$ cat config.mk
export PLATFORM = sky130hd
export DESIGN_NAME = rc4_ctrl
export DESIGN_NICKNAME = d
export VERILOG_FILES = /design/src/rtl/rc4_pkg.sv /design/src/rtl/rc4_ctrl.sv
export SDC_FILE = /design/constraint.sdc
export NUM_CORES = 1
export LEC_CHECK = 0
export BUFFER_PORTS_ARGS = -buffer_cell sky130_fd_sc_hd__buf_2
export CORE_AREA = 2 2 45 47
export DETAILED_ROUTE_END_ITERATION = 8
export DIE_AREA = 0 0 47 49
export HOLD_SLACK_MARGIN = 0.06
export PLACE_DENSITY = 0.75
export SLEW_MARGIN = 20
export SYNTH_ARGS = -nofsm -noshare
export SYNTH_HDL_FRONTEND = slang
export SYNTH_SLANG_ARGS = --single-unit
$ cat constraint.sdc
create_clock -name clock -period 2.4 [get_ports clock]
set_input_delay 0.48 -clock clock [delete_from_list [all_inputs] [get_ports clock]]
set_output_delay 0.48 -clock clock [all_outputs]
set_load 0.02 [all_outputs]
$ cat src/rtl/rc4_pkg.sv
// Shared types and constants for the RC4 stream cipher block.
// Used by the controller, the datapath, the top level and the port checker.
// No dependencies.
`default_nettype none

package rc4_pkg;

   localparam int TABLE_SIZE    = 256;
   localparam int TABLE_AW      = 8;
   localparam int BYTE_W        = 8;
   localparam int MAX_KEY_BYTES = 256;
   localparam int KEY_CNT_W     = 9;

   typedef logic [BYTE_W-1:0]    data_type;
   typedef logic [TABLE_AW-1:0]  addr_type;
   typedef logic [KEY_CNT_W-1:0] key_cnt_type;

   // Kinds of input word, carried on tuser.
   localparam logic OPER_KEY  = 1'b0;
   localparam logic OPER_DATA = 1'b1;

   // Datapath operations, one per controller step.
   typedef enum logic [3:0] {
      OP_NONE,
      OP_INIT_WR,
      OP_KS_RD_N,
      OP_KS_RD_J,
      OP_KS_WR_N,
      OP_KS_WR_J,
      OP_G_RD_I,
      OP_G_RD_J,
      OP_G_WR_I,
      OP_G_WR_J,
      OP_G_RD_T
   } dp_op_type;

   typedef struct packed {
      logic      key_load;
      logic      key_close;
      logic      data_load;
      logic      out_load;
      dp_op_type op;
   } dp_cmd_type;

   typedef struct packed {
      logic key_ready;
      logic n_last;
      logic out_free;
   } dp_stat_type;

endpackage

`default_nettype wire

$ cat src/rtl/rc4_ctrl.sv
// Sequencing state machine of the RC4 block: key schedule and keystream steps.
// Depends on rc4_pkg; drives the datapath rc4_dp through command and status structs.
`default_nettype none

module rc4_ctrl import rc4_pkg::*; (
   input  logic        clock,
   input  logic        reset,
   input  logic        req_valid,
   output logic        req_ready,
   input  logic        req_oper,
   input  logic        req_last,
   output dp_cmd_type  cmd,
   input  dp_stat_type stat
);

   typedef enum logic [11:0] {
      S_IDLE    = 12'h001,
      S_INIT    = 12'h002,
      S_KS_RD_N = 12'h004,
      S_KS_RD_J = 12'h008,
      S_KS_WR_N = 12'h010,
      S_KS_WR_J = 12'h020,
      S_G_RD_I  = 12'h040,
      S_G_RD_J  = 12'h080,
      S_G_WR_I  = 12'h100,
      S_G_WR_J  = 12'h200,
      S_G_RD_T  = 12'h400,
      S_RESULT  = 12'h800
   } state_type;

   state_type state_ff, state_in;
   logic      accept;

   assign req_ready = (state_ff == S_IDLE);
   assign accept    = req_valid && req_ready;

   always_comb begin
      state_in      = state_ff;
      cmd.key_load  = accept && (req_oper == OPER_KEY);
      cmd.key_close = req_last;
      cmd.data_load = accept && (req_oper == OPER_DATA);
      cmd.out_load  = 1'b0;
      cmd.op        = OP_NONE;
      case (state_ff)
         S_IDLE: begin
            if (accept) begin
               if (req_oper == OPER_KEY) begin
                  if (req_last) state_in = S_INIT;
               end else begin
                  state_in = stat.key_ready ? S_G_RD_I : S_RESULT;
               end
            end
         end
         S_INIT: begin
            cmd.op = OP_INIT_WR;
            if (stat.n_last) state_in = S_KS_RD_N;
         end
         S_KS_RD_N: begin
            cmd.op   = OP_KS_RD_N;
            state_in = S_KS_RD_J;
         end
         S_KS_RD_J: begin
            cmd.op   = OP_KS_RD_J;
            state_in = S_KS_WR_N;
         end
         S_KS_WR_N: begin
            cmd.op   = OP_KS_WR_N;
            state_in = S_KS_WR_J;
         end
         S_KS_WR_J: begin
            cmd.op   = OP_KS_WR_J;
            state_in = stat.n_last ? S_IDLE : S_KS_RD_N;
         end
         S_G_RD_I: begin
            cmd.op   = OP_G_RD_I;
            state_in = S_G_RD_J;
         end
         S_G_RD_J: begin
            cmd.op   = OP_G_RD_J;
            state_in = S_G_WR_I;
         end
         S_G_WR_I: begin
            cmd.op   = OP_G_WR_I;
            state_in = S_G_WR_J;
         end
         S_G_WR_J: begin
            cmd.op   = OP_G_WR_J;
            state_in = S_G_RD_T;
         end
         S_G_RD_T: begin
            cmd.op   = OP_G_RD_T;
            state_in = S_RESULT;
         end
         S_RESULT: begin
            if (stat.out_free) begin
               cmd.out_load = 1'b1;
               state_in     = S_IDLE;
            end
         end
         default: begin
            state_in = S_IDLE;
         end
      endcase
   end

   always_ff @(posedge clock) begin
      if (reset) state_ff <= S_IDLE;
      else       state_ff <= state_in;
   end

endmodule

`default_nettype wire

==> impl_metrics.toml <==
[run_status]
outcome = "complete, but fails checks"
violations = "setup timing"

[yosys]
yosysTopAreaCellShare_pct = 25.5
yosys.area_share.adder_pct = 0
synthMuxAreaShare_pct = 2.13
yosys.area_share.simple_pct = 47.2
yosysWarningCount = 0
ys_types = 47
syn_nets = 121
synth_seq_cells = 12
synth_xor_area_share_pct = 2.79
synth_compound_area_share_pct = 16.4
synth_top_cell_by_area = "dfxtp_1"
synth_top_family_by_area = "simple AND/OR/NAND/NOR gates"
synthCells = 113
ys_seq_area_share_pct = 25.5
synth.avg_cell_area_sq_um = 8.33
synth.area.top_cells = "dfxtp_1, nand2b_1, nor4_4"
syn-cell-area_sq_um = 941

[die]
die_area_sq_mm = 0.00230
rows = 16
core_area_sq_mm = 0.00184
die_w_microns = 47
ios = 17
die_y_microns = 49
start_util_pct = 51.1

[layout]
multi_input_area_sq_um = 662
num-nets-final = 145
mostFrequentLayoutCell = "buf_2"
design_area_sq_mm = 0.00113
top_register = "state_ff"
top_regs = "state_ff: 12 flops"
largest_reg_flops = 12
n_antenna_cell = 0
n_fill_cell = 170
areaGrowthSynthToFinish_pct = 19.7
fin_util_pct = 61.1
seq_area_sq_um = 246
mostFrequentLayoutCells = "buf_2, nor2_1, buf_4"
layout-drive-gt1-share_pct = 36.3

[sta]
setup_viol = 1
finalSetupTns_ns = -0.0218
final.period_utilization_pct = 101
slew_headroom_pct = 75.0
hold_violations = 0
finalClockSkew_ns = 0.000912
fin_crit_ns = 2.42
slew_viol_final = 0
worst-slew-pin-transition_ns = 0.372
clock.fmax_mhz = 413
holdWs_ns = 0.439
setup_slack_ns = -0.0218
rsz0062_at_grt = "yes"

[detailed_routing]
dr.pass1.iters = 4
via_count = 968
post_drt_wl_per_cell_microns = 14.2
ant_nets = 0
wl_mm = 2.29
drc = 0
avgViaCountPerCell = 5.98
drt_iter0_drc = 41

[setup_path]
path_cells = "nor4_4 > buf_4 > and2_1 > nand4_1 > o2111ai_2 > buf_4"
slowest_delay_ns = 0.38
worstPathRequired_ns = 1.92
critPathMaxFanout = 11
timing.rr.start = "state_ff[8]"
worst-path-buf-inv = 2
startpoint_type = "flip-flop"
crit_cells = 6
cp-end-kind = "output pin"
endpoint = "cmd[0]"
crit_start = "state_ff[8]"
r2r_setup_slack_ns = 0.44
r2r_end = "state_ff[7]"
critical_path_class = "flip-flop to output pin"
critical-path-slowest-cell = "dfxtp_2"
crit_top_cell = "buf_4"
r2r_cells = 6
critPathArrivalTime_ns = 1.94
path_delay_family = "simple AND/OR/NAND/NOR gates"

[worst_hold_path]
hp-class = "input port to flip-flop"

[job]
maxCapViolCount = 0

[clock_network]
clkTransAtPathRegs_ns = 0.07
cts_buffers = 3
cts_tree = "done"
cts_sinks = 12
h-tree-depth = 1
clockRootBuffer = "clkbuf_4"
clockBufferDepth = 2
clk_latency_ns = 0.27

[global_route]
grt_pass1_wl_mm = 3.42
grt_pass1_vias = 823
antenna_found_initial = 0
grt.total_usage_pct = 19.9
grt_overflow_total = 0
grt_max_degree = 12

[placed_design]
pre_cts_slack_ns = 0.183
port_buffers = 16
place_area_sq_mm = 0.00104
dpl.hpwl_mm = 1.60
place_congestion = 0.884

[pwr]
power_leakage_nw = 0.453
irDropWorstVdd_uv = 608
power.density_mw_per_mm2 = 772
## per-layer routing
layer	global-route usage, %	up-vias	share of wire (%)
met5	0	-	0
met2	32.6	46	50
met3	1.85	10	6.9
li1	-	462	-
met1	26.1	450	41
met4	7.41	0	2.8
## worst min-delay path by stage
stage,from,endpoint,slack [ns],cells past startpoint
2_1_floorplan,state_ff[7],state_ff[5],0.53,2
4_1_cts,stat[2],state_ff[6],0.45,3
6_report,stat[2],state_ff[6],0.44,3
3_5_place_dp,state_ff[2],state_ff[3],0.58,2
5_1_grt,stat[2],state_ff[6],0.44,3
3_3_place_gp,state_ff[2],state_ff[3],0.57,2
## cells in the mapped netlist (all sizes together)
cell type   n
dfxtp      12
nor2       12
nand2b      8
a21oi       7
buf         6
nor4        6
nand2       5
nand3       5
nor2b       5
o21ai       5
nor3        4
inv         3
or3         3
or4         3
a22oi       2
and2        2
mux2i       2
nand4       2
nand4b      2
nor4b       2
o211ai      2
or2         2
xor2        2
a21boi      1
a311oi      1
and3        1
nand3b      1
nor3b       1
o2111ai     1
o21a        1
o22ai       1
o311ai      1
o41ai       1
xnor2       1
## worst min-delay path: stages
cell and delay, ns:
buf_2 0.11, nand3_1 0.06, nor2_1 0.03
## stage by stage
stage	total power, mW	cells
5_1_grt	0.928	162
3_3_place_gp	0.700	154
4_1_cts	0.837	160
3_5_place_dp	0.699	154
6_report	0.869	162
2_1_floorplan	0.604	113
## final cells by class
type | count | share of cell area [%]
multi-input combinational | 92 | 58.8
sequential | 12 | 21.9
timing repair buffer | 25 | 13.3
tap | 27 | 3.00
clock buffer | 3 | 2.00
inverter | 3 | 1.00
## power by group
| part | internal [mW] | switching [mW] |
|---|---|---|
| Sequential | 0.222 | 0.0455 |
| Combinational | 0.223 | 0.256 |
| Clock | 0.0582 | 0.0647 |
## repair_timing
item | in CTS | in global routing
endpoints found under the setup margin | 3 | 3
endpoints found under the hold margin | 0 | 0
gates resized for setup | 3 | 6
buffers inserted | 3 | 2
hold buffers | 0 | 0
pin swaps | 6 | 5
## kinds of logic after synthesis
group | Yosys count
mux | 2
buf+inv | 9
simple gates | 64
xor+xnor | 3
flops | 12
compound gates | 23
No activity file was read; power rests on OpenSTA's default activity.
