`config.mk`:
```
export PLATFORM = sky130hd
export DESIGN_NAME = rc4_dp
export DESIGN_NICKNAME = d
export VERILOG_FILES = /design/src/rtl/rc4_pkg.sv /design/src/rtl/rc4_dp.sv
export SDC_FILE = /design/constraint.sdc
export NUM_CORES = 2
export LEC_CHECK = 0
export BUFFER_PORTS_ARGS = -buffer_cell sky130_fd_sc_hd__buf_2
export CAP_MARGIN = 20
export CORE_AREA = 2 2 582 584
export CTS_CLUSTER_DIAMETER = 200
export CTS_CLUSTER_SIZE = 24
export DETAILED_ROUTE_END_ITERATION = 6
export DIE_AREA = 0 0 584 586
export PLACE_DENSITY = 0.74
export SLEW_MARGIN = 30
export SYNTH_ARGS = -nofsm -noshare
export SYNTH_HDL_FRONTEND = slang
export SYNTH_SLANG_ARGS = --single-unit
```
`constraint.sdc`:
```
create_clock -name clock -period 8.1 [get_ports clock]
set_input_delay 0.81 -clock clock [delete_from_list [all_inputs] [get_ports clock]]
set_output_delay 0.81 -clock clock [all_outputs]
set_load 0.01 [all_outputs]
```
`src/rtl/rc4_pkg.sv`:
```
// Shared types and constants for the RC4 stream cipher block.
// Used by the controller, the datapath, the top level and the port checker.
// No dependencies.
`default_nettype none

package rc4_pkg;

   localparam int TABLE_SIZE    = 256;
   localparam int TABLE_AW      = 8;
   localparam int BYTE_W        = 8;
   localparam int MAX_KEY_BYTES = 256;
   localparam int KEY_CNT_W     = 9;

   typedef logic [BYTE_W-1:0]    data_type;
   typedef logic [TABLE_AW-1:0]  addr_type;
   typedef logic [KEY_CNT_W-1:0] key_cnt_type;

   // Kinds of input word, carried on tuser.
   localparam logic OPER_KEY  = 1'b0;
   localparam logic OPER_DATA = 1'b1;

   // Datapath operations, one per controller step.
   typedef enum logic [3:0] {
      OP_NONE,
      OP_INIT_WR,
      OP_KS_RD_N,
      OP_KS_RD_J,
      OP_KS_WR_N,
      OP_KS_WR_J,
      OP_G_RD_I,
      OP_G_RD_J,
      OP_G_WR_I,
      OP_G_WR_J,
      OP_G_RD_T
   } dp_op_type;

   typedef struct packed {
      logic      key_load;
      logic      key_close;
      logic      data_load;
      logic      out_load;
      dp_op_type op;
   } dp_cmd_type;

   typedef struct packed {
      logic key_ready;
      logic n_last;
      logic out_free;
   } dp_stat_type;

endpackage

`default_nettype wire

```
`src/rtl/rc4_dp.sv`:
```
// Datapath of the RC4 block: permutation table, key store, indices and output register.
// Depends on rc4_pkg; commanded by rc4_ctrl.
`default_nettype none

module rc4_dp import rc4_pkg::*; (
   input  logic        clock,
   input  logic        reset,
   input  dp_cmd_type  cmd,
   output dp_stat_type stat,
   input  data_type    req_data,
   output logic        rsp_valid,
   input  logic        rsp_ready,
   output data_type    rsp_data,
   output logic        rsp_keyed
);

   data_type    perm_mem [TABLE_SIZE];
   data_type    key_mem  [MAX_KEY_BYTES];
   data_type    perm_rd_ff, key_rd_ff;

   addr_type    n_ff, n_in, jj_ff, jj_in, kidx_ff, kidx_in;
   addr_type    i_ff, i_in, j_ff, j_in;
   data_type    sa_ff, sa_in, sb_ff, sb_in, data_ff, data_in;
   key_cnt_type key_count_ff, key_count_in, key_base;
   logic        key_ready_ff, key_ready_in, key_open_ff, key_open_in;
   logic        rsp_valid_ff, rsp_valid_in, rsp_keyed_ff, rsp_keyed_in;
   data_type    rsp_data_ff, rsp_data_in;

   logic        key_room, kidx_wrap, key_wr, sched_end;
   addr_type    jj_next, j_next, i_next;
   logic        rd_en, wr_en;
   addr_type    rd_addr, wr_addr;
   data_type    wr_data;

   assign key_base  = key_open_ff ? key_count_ff : '0;
   assign key_room  = key_base < KEY_CNT_W'(MAX_KEY_BYTES);
   assign key_wr    = cmd.key_load && key_room;
   assign jj_next   = jj_ff + perm_rd_ff + key_rd_ff;
   assign j_next    = j_ff + perm_rd_ff;
   assign i_next    = i_ff + 1'b1;
   assign kidx_wrap = ({1'b0, kidx_ff} + 1'b1) == key_count_ff;
   assign sched_end = (cmd.op == OP_KS_WR_J) && stat.n_last;

   assign stat.key_ready = key_ready_ff;
   assign stat.n_last    = (n_ff == TABLE_AW'(TABLE_SIZE - 1));
   assign stat.out_free  = !rsp_valid_ff || rsp_ready;

   // Table port selection: one read and one write address per cycle.
   always_comb begin
      rd_en   = 1'b0;
      rd_addr = n_ff;
      wr_en   = 1'b0;
      wr_addr = n_ff;
      wr_data = n_ff;
      case (cmd.op)
         OP_INIT_WR: wr_en = 1'b1;
         OP_KS_RD_N: rd_en = 1'b1;
         OP_KS_RD_J: begin
            rd_en   = 1'b1;
            rd_addr = jj_next;
         end
         OP_KS_WR_N: begin
            wr_en   = 1'b1;
            wr_data = perm_rd_ff;
         end
         OP_KS_WR_J: begin
            wr_en   = 1'b1;
            wr_addr = jj_ff;
            wr_data = sa_ff;
         end
         OP_G_RD_I: begin
            rd_en   = 1'b1;
            rd_addr = i_next;
         end
         OP_G_RD_J: begin
            rd_en   = 1'b1;
            rd_addr = j_next;
         end
         OP_G_WR_I: begin
            wr_en   = 1'b1;
            wr_addr = i_ff;
            wr_data = perm_rd_ff;
         end
         OP_G_WR_J: begin
            wr_en   = 1'b1;
            wr_addr = j_ff;
            wr_data = sa_ff;
         end
         OP_G_RD_T: begin
            rd_en   = 1'b1;
            rd_addr = sa_ff + sb_ff;
         end
         default: begin
            rd_en = 1'b0;
         end
      endcase
   end

   always_ff @(posedge clock) begin
      if (wr_en) perm_mem[wr_addr] <= wr_data;
      if (rd_en) perm_rd_ff <= perm_mem[rd_addr];
   end

   always_ff @(posedge clock) begin
      if (key_wr) key_mem[key_base[TABLE_AW-1:0]] <= req_data;
      if (cmd.op == OP_KS_RD_N) key_rd_ff <= key_mem[kidx_ff];
   end

   always_comb begin
      n_in         = n_ff;
      jj_in        = jj_ff;
      kidx_in      = kidx_ff;
      sa_in        = sa_ff;
      sb_in        = sb_ff;
      i_in         = i_ff;
      j_in         = j_ff;
      data_in      = data_ff;
      key_count_in = key_count_ff;
      key_open_in  = key_open_ff;
      key_ready_in = key_ready_ff;
      rsp_valid_in = rsp_valid_ff && !rsp_ready;
      rsp_data_in  = rsp_data_ff;
      rsp_keyed_in = rsp_keyed_ff;

      if (cmd.key_load) begin
         key_count_in = key_room ? key_base + 1'b1 : key_base;
         key_open_in  = !cmd.key_close;
         key_ready_in = 1'b0;
         if (cmd.key_close) begin
            n_in    = '0;
            jj_in   = '0;
            kidx_in = '0;
         end
      end
      if (cmd.data_load) data_in = req_data;

      if ((cmd.op == OP_INIT_WR) || (cmd.op == OP_KS_WR_J)) n_in = n_ff + 1'b1;
      if (cmd.op == OP_KS_RD_J) jj_in = jj_next;
      if (cmd.op == OP_KS_WR_J) kidx_in = kidx_wrap ? '0 : kidx_ff + 1'b1;
      if ((cmd.op == OP_KS_RD_J) || (cmd.op == OP_G_RD_J)) sa_in = perm_rd_ff;
      if (cmd.op == OP_G_WR_I) sb_in = perm_rd_ff;
      if (cmd.op == OP_G_RD_I) i_in = i_next;
      if (cmd.op == OP_G_RD_J) j_in = j_next;
      if (sched_end) begin
         i_in         = '0;
         j_in         = '0;
         key_ready_in = 1'b1;
      end

      if (cmd.out_load) begin
         rsp_valid_in = 1'b1;
         rsp_keyed_in = key_ready_ff;
         rsp_data_in  = key_ready_ff ? (data_ff ^ perm_rd_ff) : data_ff;
      end
   end

   always_ff @(posedge clock) begin
      if (reset) begin
         i_ff         <= '0;
         j_ff         <= '0;
         key_count_ff <= '0;
         key_open_ff  <= 1'b0;
         key_ready_ff <= 1'b0;
         rsp_valid_ff <= 1'b0;
      end else begin
         i_ff         <= i_in;
         j_ff         <= j_in;
         key_count_ff <= key_count_in;
         key_open_ff  <= key_open_in;
         key_ready_ff <= key_ready_in;
         rsp_valid_ff <= rsp_valid_in;
      end
   end

   always_ff @(posedge clock) begin
      n_ff         <= n_in;
      jj_ff        <= jj_in;
      kidx_ff      <= kidx_in;
      sa_ff        <= sa_in;
      sb_ff        <= sb_in;
      data_ff      <= data_in;
      rsp_data_ff  <= rsp_data_in;
      rsp_keyed_ff <= rsp_keyed_in;
   end

   assign rsp_valid = rsp_valid_ff;
   assign rsp_data  = rsp_data_ff;
   assign rsp_keyed = rsp_keyed_ff;

endmodule

`default_nettype wire

```
==> impl_metrics.ini <==
[clock_network]
cts_buffers = 200
cts_tree = done
clkLatencyLatePin_ns = 0.95
h-tree-depth = 4
post_cts_buffers = 0
clockRootBuffer = clkbuf_16
cts_max_path_buffers = 4
ctsResizeCount = 0
clk_pin_slew_ns = 0.10
holdBufCountCts = 0
numClockSinks = 4197

[place]
gp_congestion = 0.986
dpl.hpwl_um = 275000
dp.cells = 14300
dpl_cell_area_um2 = 172000
io_buffers = 31

[grt]
grt_max_degree = 199
grt_overflow = 0
grt_pass1_wl_um = 646000
grt_pass1_vias = 91800
antenna_found_initial = 20
gr-usage-all-layers_pct = 25.7

[critical_path]
worst-setup-path-type = flip-flop to flip-flop
setup.worst_path.start_class = flip-flop
worstPathArrival_ns = 7.11
crit_fanout = 88
reg2reg_slack_ns = 1.58
r2r_end = perm_rd_ff[2]
rr_worst_depth = 16
cp.required_ns = 8.69
end_kind = flip-flop
r2r-start = perm_rd_ff[0]

[synth]
avgSynthCellArea_um2 = 16.1
yosys_warnings = 0
yosys_register_bits = 4197
ys_seq_area_share_pct = 75.1
synth_cell_types = 92
syn_inst = 10400
syn_nets = 10400
synth-edff-count = 4169
synth-async-reset-ratio_pct = 0
synthesis.area_um2 = 167000
ys.flop_type = edfxtp_1

[floorplanning]
die_w_um = 584
start_util_pct = 49.8
rows = 213
num_io_pins = 32
die_area_um2 = 342000
core-area_um2 = 336000
dieHeight_um = 586

[detailed_routing]
first_iter_violations = 15700
drtAntennaViolNets = 0
wl_um = 450000
routedWlPerCell_um = 30.9
viasPerCell = 6.62
vias = 96400
firstDrtPassIters = 7
drc_errors = 2

[layout]
postLayoutCoreUtil_pct = 52.9
fin_area_um2 = 178000
syn_to_final_growth_pct = 6.16
fin_cells = 14600
final_nets = 10200
nFillCells = 25900
final_layout_size_suffix_gt1_share_pct = 8.71

[power_and_ir_drop]
peakVddDrop_uv = 237
power_density_nw_per_um2 = 221
power.leakage_nw = 55.6

[hold_path]
min_from = rsp_ready
holdPathEnd = rsp_valid
holdPathStages = 3
hold_path_class = primary input to flip-flop

[sta]
drv_slew = 0
hold_viol_final = 0
final.min_clock_period_ns = 6.52
rsz0062_at_grt = no
finalHoldWorstSlack_ns = 0.177
fin_crit_sh_pct = 80.5
fmax_mhz = 153
slew_headroom_pct = 24.5
worst_pin_slew_ns = 1.13
setup_tns_ns = 0
setup_violations = 0
fin_skew_ns = 0.0670

[status]
status = finished, violations left
violations = design-rule violations

[run]
drv.max_cap_violation_count = 0
## layer usage
layer  track usage [%]  wire, µm  vias up  share of wire, %
met5                 0       109        -             0.024
met4              13.4     27400       18               6.1
met1              34.6    163000    48500                36
met2              39.9    207000     6693                46
met3              5.24     52700     1183                12
li1                  -         -    40000                 -
## kinds of logic after synthesis
group / share of synthesized area, %
buffers and inverters: 2.01
xor gates and xnor gates: 0.298
and+or+nand+nor: 6.94
adders and majority gates: 0.317
muxes: 8.79
DFF: 75.1
AOI/OAI and AO/OA: 6.52
## how the worst max path moves through the flow
stage | startpoint | to | slack, ns | depth (start not counted)
after floorplan | cmd[1] | perm_mem[0][3] | 1.82 | 6
after global placement | cmd[1] | perm_rd_ff[3] | 1.34 | 12
after global routing | perm_rd_ff[0] | perm_rd_ff[2] | 1.55 | 16
final | perm_rd_ff[0] | perm_rd_ff[2] | 1.58 | 16
after detailed placement | perm_rd_ff[0] | perm_rd_ff[4] | 1.87 | 15
after CTS | perm_rd_ff[0] | perm_rd_ff[4] | 1.79 | 15
## Yosys cell counts (all sizes together) (16+ instances only)
library cell	count	area, µm²
ha	28	350
nand2	1410	5290
nand4	50	313
buf	414	2220
a31oi	44	275
a22oi	56	420
xnor2	37	324
inv	24	90.1
a32oi	226	1980
mux2i	707	7080
o221ai	238	2080
a211oi	56	433
nor3	122	616
nand3	306	1540
a311oi	20	175
a221oi	53	464
o21ai	41	205
mux4	335	7540
a221o	16	160
edfxtp	4169	125000
a21oi	503	2540
and2	19	119
a32o	24	240
nand2b	18	113
and3	33	206
clkbuf	280	1050
xor2	20	175
o22ai	160	1000
dfxtp	28	561
nor2	706	2660
## critical path: stages, from the launching register on
cell       delay (ns)
edfxtp_1         0.71
inv_1            0.16
fa_1             0.44
inv_1            0.09
ha_1             0.24
nor4bb_1         0.15
nor3b_2          0.45
a21o_4           0.78
buf_12           0.41
nand2_1          0.10
a32oi_1          0.67
a22oi_1          0.20
a211oi_1         0.29
buf_4            0.16
a2111oi_0        0.05
and4_1           0.28
a211oi_1         0.81
## power breakdown
group / leakage (nW) / switching [mW] / internal [mW]
clock: 2.57 / 6.43 / 4.57
combinational: 15.1 / 3.00 / 1.07
sequential: 37.9 / 0.0631 / 24.1
## per-stage QoR
stage	total power [mW]	setup slack, ns
CTS	39.1	1.79
global route	40.0	1.55
global placement	28.4	1.34
finish	39.2	1.58
floorplan	26.9	1.82
detailed placement	28.5	1.87
## layout make-up
cell class                 instances  area [µm²]  share of cell area (%)
antenna                           15        37.5                  0.0211
clock buffer                     234        5240                    2.95
clock inverter                     2        13.8                 0.00775
inverter                          24        95.1                  0.0535
multi-input combinational       5450       38600                    21.7
sequential                      4197      126000                    70.8
tap                             4407        5510                    3.10
timing repair buffer             241        2400                    1.35
## cell usage in the layout, fill, tap and decap left out, types with 34 or more instances in the layout
cell type,instances
o22ai_1,159
a211oi_1,54
xnor2_1,37
a22oi_1,56
buf_4,160
nor3_1,119
mux4_2,335
clkbuf_16,205
o21ai_0,40
a31oi_1,44
nand2_1,1403
a221oi_1,53
buf_12,34
nand3_1,300
a21oi_1,498
nor2_1,684
o221ai_1,238
mux2i_1,707
nand4_1,50
a32oi_1,226
edfxtp_1,4169
Note: power is estimated with default switching activity, not from simulation.
